--- src/hw/rtl/qgram_profile_distance_macros.svh ---
// Assertion macros for the q-gram profile distance block
`ifndef QGRAM_PROFILE_DISTANCE_MACROS_SVH
`define QGRAM_PROFILE_DISTANCE_MACROS_SVH
// Implication checked every clock outside reset
`define QPD_ASSERT_IMP(label, clk, rst_n, ante, cons) \
    label: assert property (@(posedge clk) disable iff (!rst_n) (ante) |-> (cons)) \
        else $error("assertion failed");
// Next-cycle implication checked outside reset
`define QPD_ASSERT_NXT(label, clk, rst_n, ante, cons) \
    label: assert property (@(posedge clk) disable iff (!rst_n) (ante) |=> (cons)) \
        else $error("assertion failed");
`endif

--- src/hw/rtl/qpd_pkg.sv ---
// Package: types, constants and commands for the q-gram profile distance block
package qpd_pkg;
    localparam int QMaxDef     = 8;
    localparam int EntriesDef  = 512;
    localparam int MaxLenDef   = 256;
    localparam int SymW        = 21;
    localparam int QlenW       = 4;
    localparam int CountW      = 9;
    localparam int DistW       = 10;
    localparam logic [QlenW-1:0] QlenReset = 4'd2;
    localparam logic [CountW-1:0] CountMax = '1;
    localparam logic [DistW-1:0]  DistMax  = '1;

    typedef enum logic [3:0] {
        S_IDLE,
        S_SEARCH_RD,
        S_SEARCH_CMP,
        S_INSERT,
        S_CNT_RD,
        S_CNT_WR,
        S_SUM_RD,
        S_SUM_ACC,
        S_OUT
    } t_state;

    typedef struct packed {
        logic take;
        logic shift;
        logic gram_rd;
        logic idx_clear;
        logic idx_inc;
        logic insert;
        logic cnt_rd;
        logic cnt_wr;
        logic sum_clear;
        logic sum_acc;
        logic pair_end;
    } t_cmd;

    typedef struct packed {
        logic side_change;
        logic accept_sym;
        logic gram_ready;
        logic idx_at_fill;
        logic table_full;
        logic match;
        logic last;
    } t_status;
endpackage

--- src/hw/rtl/qpd_ctrl.sv ---
// Controller: sequences lookup, counting, distance sum and output
module qpd_ctrl (
    input  logic              i_clk,
    input  logic              i_rst_n,
    input  logic              i_in_valid,
    output logic              o_in_ready,
    output logic              o_out_valid,
    input  logic              i_out_ready,
    input  qpd_pkg::t_status  i_status,
    output qpd_pkg::t_cmd     o_cmd
);
    import qpd_pkg::*;

    t_state r_state;
    t_state n_state;
    logic   r_sym_done;
    logic   n_sym_done;

    always_ff @(posedge i_clk) begin
        if (!i_rst_n) begin
            r_state    <= S_IDLE;
            r_sym_done <= 1'b0;
        end else begin
            r_state    <= n_state;
            r_sym_done <= n_sym_done;
        end
    end

    // r_sym_done: symbol shifted in, ready to decide on gram
    always_comb begin
        n_state    = r_state;
        n_sym_done = r_sym_done;
        unique case (r_state)
            S_IDLE: begin
                if (i_in_valid) begin
                    n_state    = S_SEARCH_RD;
                    n_sym_done = 1'b0;
                end
            end
            S_SEARCH_RD: begin
                if (!r_sym_done) begin
                    n_sym_done = 1'b1;
                    if (!i_status.accept_sym) begin
                        n_state = S_SUM_RD;
                    end
                end else if (!i_status.gram_ready) begin
                    n_state = S_SUM_RD;
                end else if (i_status.idx_at_fill) begin
                    n_state = i_status.table_full ? S_SUM_RD : S_INSERT;
                end else begin
                    n_state = S_SEARCH_CMP;
                end
            end
            S_SEARCH_CMP: n_state = i_status.match ? S_CNT_WR : S_SEARCH_RD;
            S_INSERT:     n_state = S_SUM_RD;
            S_CNT_RD:     n_state = S_CNT_WR;
            S_CNT_WR:     n_state = S_SUM_RD;
            S_SUM_RD: begin
                if (!i_status.last) begin
                    n_state = S_IDLE;
                end else if (i_status.idx_at_fill) begin
                    n_state = S_OUT;
                end else begin
                    n_state = S_SUM_ACC;
                end
            end
            S_SUM_ACC: n_state = i_status.idx_at_fill ? S_OUT : S_SUM_ACC;
            S_OUT:     if (i_out_ready) n_state = S_IDLE;
            default:   n_state = S_IDLE;
        endcase
    end

    always_comb begin
        o_cmd       = '0;
        o_in_ready  = 1'b0;
        o_out_valid = 1'b0;
        unique case (r_state)
            S_IDLE: begin
                o_in_ready    = 1'b1;
                o_cmd.take    = i_in_valid;
                o_cmd.idx_clear = 1'b1;
            end
            S_SEARCH_RD: begin
                if (!r_sym_done) begin
                    o_cmd.shift = i_status.accept_sym;
                    o_cmd.idx_clear = 1'b1;
                    if (!i_status.accept_sym) o_cmd.sum_clear = 1'b1;
                end else if (!i_status.gram_ready || i_status.idx_at_fill) begin
                    o_cmd.sum_clear = !i_status.gram_ready ||
                                      i_status.table_full;
                    if (!i_status.gram_ready || i_status.table_full)
                        o_cmd.idx_clear = 1'b1;
                end
            end
            S_SEARCH_CMP: begin
                if (!i_status.match) o_cmd.idx_inc = 1'b1;
            end
            S_INSERT: begin
                o_cmd.insert    = 1'b1;
                o_cmd.idx_clear = 1'b1;
                o_cmd.sum_clear = 1'b1;
            end
            S_CNT_RD: begin
            end
            S_CNT_WR: begin
                o_cmd.cnt_wr    = 1'b1;
                o_cmd.idx_clear = 1'b1;
                o_cmd.sum_clear = 1'b1;
            end
            S_SUM_RD: begin
                o_cmd.gram_rd = 1'b1;
                if (i_status.last && !i_status.idx_at_fill) o_cmd.idx_inc = 1'b1;
            end
            S_SUM_ACC: begin
                o_cmd.sum_acc = 1'b1;
                if (!i_status.idx_at_fill) o_cmd.idx_inc = 1'b1;
            end
            S_OUT: begin
                o_out_valid = 1'b1;
                if (i_out_ready) o_cmd.pair_end = 1'b1;
            end
            default: ;
        endcase
    end
endmodule

--- config.mk ---
export PLATFORM = sky130hd
export DESIGN_NAME = qpd_ctrl
export DESIGN_NICKNAME = d
export VERILOG_FILES = /design/src/hw/rtl/qgram_profile_distance_macros.svh /design/src/hw/rtl/qpd_pkg.sv /design/src/hw/rtl/qpd_ctrl.sv
export SDC_FILE = /design/constraint.sdc
export NUM_CORES = 1
export LEC_CHECK = 0
export BUFFER_PORTS_ARGS = -buffer_cell sky130_fd_sc_hd__buf_2
export CORE_AREA = 2 2 45 51
export DETAILED_ROUTE_END_ITERATION = 10
export DIE_AREA = 0 0 47 53
export GPL_TIMING_DRIVEN = 1
export PLACE_DENSITY = 0.52
export SLEW_MARGIN = 20
export SYNTH_ARGS = -nofsm -noshare
export SYNTH_HDL_FRONTEND = slang
export SYNTH_SLANG_ARGS = --single-unit
--- constraint.sdc ---
create_clock -name i_clk -period 1.15 [get_ports i_clk]
set_input_delay 0.1725 -clock i_clk [delete_from_list [all_inputs] [get_ports i_clk]]
set_output_delay 0.1725 -clock i_clk [all_outputs]
set_load 0.02 [all_outputs]
Word level (Yosys, flattened, before mapping)
Cells that the tools add are included.
Widths: inputs -> output; s select.

operators by class
  reduce and logical (&&, ||, !) cells = 11
  shift-type cells = 0
  bitwise logic cells = 0
  multipliers = 0
  equality and inequality tests = 11
  $lt $le $gt $ge = 0
  divide/modulo/power cells = 0
  muxes and demuxes = 36
  add/sub/neg operators = 0

operator list
  kind                count
  $pmux 4 s8          1
  $mux 4              6
  $mux 1              21
  $eq 4x3->1 const B  4
  $mux 3              4
  $eq 4x2->1 const B  2
  $pmux 1 s2          3
  $eq 4x1->1 const B  1
  $eq 4x4->1 const B  1
  $logic_not 4->1     1
  $ne 2x2->1 const B  2
  $ne 3x3->1 const B  1
  $pmux 1 s3          1
  $reduce_and 3->1    1
  $reduce_or 3->1     1
  $logic_not 1->1     2
  $logic_or 1x1->1    2
  $reduce_and 2->1    1
  $reduce_bool 2->1   1
  $reduce_or 2->1     1
  $logic_and 1x1->1   1

storage, ports and cells
  bits in writable memories = 0
  memories = 0
  bits in read-only memories = 0
  output and inout port bits = 13
  latch bits = 0
  bits in registers = 5

Longest topological paths before layout
Gate-level depths: netlist of run 1.

  depth after elaboration = 6
  gate-level depth with buffers = 5
  mapped depth without buffers = 4

Worst setup path before layout of run 1
Ideal clock, no wire load.

  path kind = reg-to-output
  start point = register r_state[0]
  end point = output o_cmd[2] (netlist name)
  arrival time = 1.722 ns
  path slack = -0.745 ns
  data required time = 0.978 ns
  cell stages (with the launch flop) = 4
  path buffers = 1
  path through = dfxtp_1 -> buf_2 -> inv_1 -> a2111oi_0

RTL lines
  element                 RTL line        source
  from (decl)             qpd_ctrl.sv:14  t_state r_state;
  from (signal assigned)  qpd_ctrl.sv:24  r_state <= n_state;
  to (decl)               qpd_ctrl.sv:10  output qpd_pkg::t_cmd o_cmd

==> results of run 1 <==
[worst max-delay path: cells and delay by family (launching register included)]
kind	cells	cell delay, ns
simple gates	2	0.33
buf+inv	3	0.38
flops	1	0.38
[cell type report]
type,instances,area (sq um)
inverters,5,21.3
clock buffers,4,26.3
multi-input cells,52,553
flip-flops and latches,5,116
well taps,28,35.0
fillers,155,671
repair buffers,60,534
[worst paths after layout]
path / start / endpoint / slack (ns) / depth (start not counted)
worst max-delay path: r_state[1]$_SDFFE_PN0P_ / o_cmd[0] / -0.37 / 5
worst min-delay path: i_rst_n / r_state[3]$_SDFFE_PN0P_ / 0.25 / 3
worst max register to register: r_state[1]$_SDFFE_PN0P_ / r_state[0]$_SDFFE_PN0P_ / -0.26 / 5
worst min register to register: r_state[2]$_SDFFE_PN0P_ / r_sym_done$_SDFFE_PN0P_ / 0.64 / 2
[metrics by stage]
step / instances / total power [W]
after floorplan: 67 / 0.000806
after global placement: 135 / 0.00114
after detailed placement: 135 / 0.00116
after CTS: 151 / 0.00180
after global routing: 154 / 0.00212
final: 154 / 0.00201
[cell usage in the layout (no fill, tap or decap), types with 2 or more instances in the layout]
master,count
buf_6,25
nor2_4,4
buf_2,9
nand2b_4,4
nor2_2,2
nor4_4,2
a2111oi_4,2
nand2_1,3
nand4_1,2
dfxtp_4,4
a21oi_2,4
inv_1,4
nor2_1,3
and2_4,3
buf_4,25
clkbuf_4,3
nor3_2,2
o31ai_1,2
[cells by family (layout without fill, tap and decap cells)]
kind of cell	Yosys count	count (layout)	synth area share
other	1	1	0.00810
AND/OR/NAND/NOR	34	34	0.397
buffers and inverters	10	69	0.0946
AO/OA/AOI/OAI	17	17	0.284
flip-flops	5	5	0.216
[state kept, by name, summed over array words and instances, names as in the netlist]
name	flops
r_sym_done	1
r_state	4
[report_power, final]
group	internal [W]	leakage [nW]	total (W)	switching, W
clock network	0.000132	0.0150	0.000218	0.0000860
registers	0.000224	0.0442	0.000308	0.0000841
logic	0.000816	0.485	0.00148	0.000665
total	0.00117	0.544	0.00201	0.000835
[what timing repair did]
item | in CTS | in global routing
setup endpoints to repair | 17 | 17
hold buffers | 0 | 0
resized for setup | 52 | 27
endpoints found under the hold margin | 0 | 0
setup buffers | 12 | 4
pin swaps | 13 | 10
[metal layers]
layer,vias up,GRT usage,share of wire
li1,362,-,-
met1,356,0.236,0.38
met2,32,0.370,0.54
met3,11,0.0444,0.049
met4,0,0.111,0.035
met5,-,0,0
==> impl_metrics.toml, run 1 <==
[outcome]
status = "complete, but fails checks"
violations = "negative setup slack"

[critical_path]
worst-setup-path-type = "reg -> out"
worstSetupEndpointType = "primary output"
critPathLaunchType = "register"
path_max_fanout = 8
worst_path_max_delay_cell = "dfxtp_4"
required_ns = 0.98
crit_chain = "buf_6 -> nor3_4 -> buf_4 -> and3_4 -> buf_6"
path_common_cell = "buf_6"
arrival_ns = 1.34
cp_slowest_stage_delay_ns = 0.38

[synthesis]
synth_most_common_cell = "nor2_1"
ys_warn_count = 0
synth_ff_type = "dfxtp_1"
synth_async_sr_flop_share = 0
synth_top_area_frac = 0.216
synth_area_sq_um = 463
synthTopCellsByCount = "nor2_1, a21oi_1, dfxtp_1, inv_1"
syn_area_per_cell_sq_um = 6.91
synth_nets = 78
synth_edf_count = 0
synth-seq-cells = 5
ys_top_cells_by_area = "dfxtp_1, nor2_1, a21oi_1, nand2b_1, nor3_1"
yosysSeqAreaShare = 0.216
synth.distinct_cells = 30
synthCells = 67
synth_top_area_cell = "dfxtp_1"

[floorplanning]
die_h_um = 53
die_area_sq_mm = 0.00249
fp.coreArea_sq_mm = 0.00196
io_pins = 24
fp-row-count = 17
start_util = 0.237
die_x_um = 47

[cts]
path_clk_slew_ns = 0.05
cts_tree = "done"
cts_root_buffer = "clkbuf_4"
h-tree-depth = 1
clk_path_buf_depth = 2
cts_sinks = 5
clkLatencyLatePin_ns = 0.25
cts_buffers = 3

[sta]
rsz0062_at_grt = "yes"
maxSlewViolCount = 0
fin_crit_ns = 1.52
hold_ws_ns = 0.248
finalSetupViolations = 17
setup_ws_ns = -0.367
tns_ns = -4.28
hold_viol_final = 0
fmax_mhz = 659
skew_ns = 0.000393
period_share = 1.32

[global_route]
antenna_found_initial = 0
grt_usage = 0.214
grt_max_degree = 10
gr-total-overflow = 0
grt_pass1_wl_um = 3640
grt_pass1_vias = 784

[finish]
final_nets = 138
syn2layout_area_growth_pct = 178
n_antenna_cell = 0
final_area_sq_mm = 0.00129
drive_gt1_frac = 0.817
fin_util = 0.657

[drt]
wirelength_um = 2360
via_count = 761
wire_per_inst_um = 15.4
drc = 0
drt-initial-drc-count = 14
ant_nets = 0
via_per_inst = 4.94
dr.pass1.iters = 4

[placement]
place.gp.congestion = 0.833
placed_area_sq_um = 850
place.port_buffers = 21
pre_cts_slack_ns = -0.291
hpwl_um = 1350

[hold_path]
hold_path_class = "in -> reg"

[pwr]
power_density_mw_per_mm2 = 1560
peakVddDrop_mv = 0.966
p_leak_nw = 0.544

[job]
cap_violations = 0
No activity file was read; power rests on OpenSTA's default activity.
==> run 2: changes to the inputs <==
--- a/config.mk
+++ b/config.mk
@@ -6,11 +6,11 @@
 export NUM_CORES = 1
 export LEC_CHECK = 0
 export BUFFER_PORTS_ARGS = -buffer_cell sky130_fd_sc_hd__buf_2
-export CORE_AREA = 2 2 45 51
+export CORE_AREA = 2 2 39 41
 export DETAILED_ROUTE_END_ITERATION = 10
-export DIE_AREA = 0 0 47 53
+export DIE_AREA = 0 0 41 43
 export GPL_TIMING_DRIVEN = 1
-export PLACE_DENSITY = 0.52
+export PLACE_DENSITY = 0.7
 export SLEW_MARGIN = 20
 export SYNTH_ARGS = -nofsm -noshare
 export SYNTH_HDL_FRONTEND = slang
==> run 2 against run 1 <==
Against the previous run: the run still ends with negative setup slack left; final area decreased by 15%; clock power decreased by 10%; global-route usage grew 2.4 points; setup slack better by 0.00071 ns; clock-buffer cell count unchanged; utilization grew 13 points; flip-flop and latch count is the same; critical path type unchanged; largest power group unchanged.
==> impl_metrics.toml, run 2 (synthesis gave the netlist of run 1 again) <==
[finish]
regMostFlops = "r_state"
n_antenna_cell = 0
final_common_cell = "buf_4"
final_nets = 132
drive_gt1_frac = 0.750
final_area_sq_mm = 0.00109
final_cell_mix = "buf_4, buf_2, buf_6"
largest_register_ffs = 4
fillers = 87
fin_cells = 136
top_regs = "r_state (4), r_sym_done (1)"
syn2layout_area_growth_pct = 136

[sta]
tns_ns = -3.96
skew_ns = 0.00238
fin_crit_ns = 1.52
period_share = 1.32
hold_viol_final = 0
setup_ws_ns = -0.366
finalSetupViolations = 17
fmax_mhz = 660
hold_ws_ns = 0.233
rsz0062_at_grt = "yes"
maxSlewViolCount = 0

[floorplanning]
die_area_sq_mm = 0.00176
fp.coreArea_sq_mm = 0.00138
fp-row-count = 14
die_h_um = 43
start_util = 0.335
io_pins = 24
die_x_um = 41

[global_route]
grt_max_degree = 9
grt_pass1_vias = 675
grt_pass1_wl_um = 2850
antenna_found_initial = 0
gr-total-overflow = 0
grt_usage = 0.238

[critical_path]
worstSetupEndpointType = "primary output"
crit_family = "flip-flops"
arrival_ns = 1.34
worst-setup-path-type = "reg -> out"
path_max_fanout = 6
required_ns = 0.98
critPathLaunchType = "register"
crit_chain = "buf_6 -> nor2_4 -> a2111oi_4 -> buf_4"
worst_path_max_delay_cell = "dfxtp_4"
timing.rr.start = "r_state[2]$_SDFFE_PN0P_"
timing.rr.end = "r_state[0]$_SDFFE_PN0P_"
cp_slowest_stage_delay_ns = 0.39
reg2reg_depth = 5
crit_buf_inv = 2
rrSetupSlack_ns = -0.28

[cts]
path_clk_slew_ns = 0.04
h-tree-depth = 1
cts_tree = "done"
cts_root_buffer = "clkbuf_4"
clk_path_buf_depth = 2
clkLatencyLatePin_ns = 0.24
cts_hold_buf = 0
cts_buffers = 3
cts_sinks = 5

[drt]
drc = 0
via_count = 742
wirelength_um = 2090
dr.pass1.iters = 4
drt-initial-drc-count = 21
wire_per_inst_um = 15.4
ant_nets = 0
via_per_inst = 5.46

[outcome]
status = "complete, but fails checks"
violations = "negative setup slack"

[hold_path]
min_from = "i_rst_n"
hold_path_class = "in -> reg"
min_path_cells = 3
worst_hold_path.endpoint = "r_sym_done$_SDFFE_PN0P_"

[pwr]
power_density_mw_per_mm2 = 1600
p_leak_nw = 0.495
peakVddDrop_mv = 1.01

[job]
cap_violations = 0

[placement]
hpwl_um = 1240
dp_cells = 125
place.gp.congestion = 0.854
placed_area_sq_um = 837
place.port_buffers = 21
pre_cts_slack_ns = -0.281
run 2: layout make-up:
cell class | count | area (sq um) | area share
Inverter | 5 | 18.8 | 0.0171
Sequential cell | 5 | 115 | 0.105
Clock buffer | 4 | 26.3 | 0.0240
Tap cell | 16 | 20.0 | 0.0183
Multi-Input combinational cell | 52 | 497 | 0.454
Timing Repair Buffer | 54 | 418 | 0.382
run 2: worst max path at each step:
| stage | startpoint | to | slack, ns | cells after the start |
|---|---|---|---|---|
| after detailed placement | r_state[0]$_SDFFE_PN0P_ | r_state[1]$_SDFFE_PN0P_ | -0.28 | 4 |
| after CTS | r_state[1]$_SDFFE_PN0P_ | o_cmd[7] | -0.33 | 4 |
| after global routing | r_state[2]$_SDFFE_PN0P_ | o_cmd[2] | -0.42 | 4 |
| after floorplan | r_state[3]$_SDFFE_PN0P_ | o_cmd[10] | -0.15 | 3 |
| final | r_state[2]$_SDFFE_PN0P_ | o_cmd[2] | -0.37 | 4 |
| after global placement | r_state[0]$_SDFFE_PN0P_ | r_state[1]$_SDFFE_PN0P_ | -0.25 | 4 |
run 2: layer usage:
metal  vias to the layer above  global-route usage  wire [um]
met1                       350               0.313        887
met4                         0              0.0933         13
li1                        357                   -          -
met5                         -                   0          0
met3                         2              0.0314         94
met2                        33               0.375       1100
run 2: per-stage QoR:
step	total power [W]	utilization
floorplan	0.000806	-
global placement	0.00115	0.605
detailed placement	0.00116	0.605
CTS	0.00165	0.754
global route	0.00187	0.791
finish	0.00176	0.791
run 2: report_power, final:
| group | switching, W | internal (W) | leakage [nW] | total (W) |
|---|---|---|---|---|
| Clock | 0.0000656 | 0.000131 | 0.0150 | 0.000196 |
| Sequential | 0.0000897 | 0.000222 | 0.0438 | 0.000312 |
| Combinational | 0.000558 | 0.000688 | 0.436 | 0.00125 |
run 2: tightest hold or removal path, delay by kind of cell:
kind | cells | cell delay, ns
buffers and inverters | 2 | 0.15
AOI/OAI and AO/OA | 1 | 0.11
run 2: repair_timing:
action / 4_1_cts / 5_1_grt
pin swaps: 10 / 4
gates resized for setup: 39 / 13
endpoints found under the setup margin: 17 / 17
setup buffers: 6 / 1
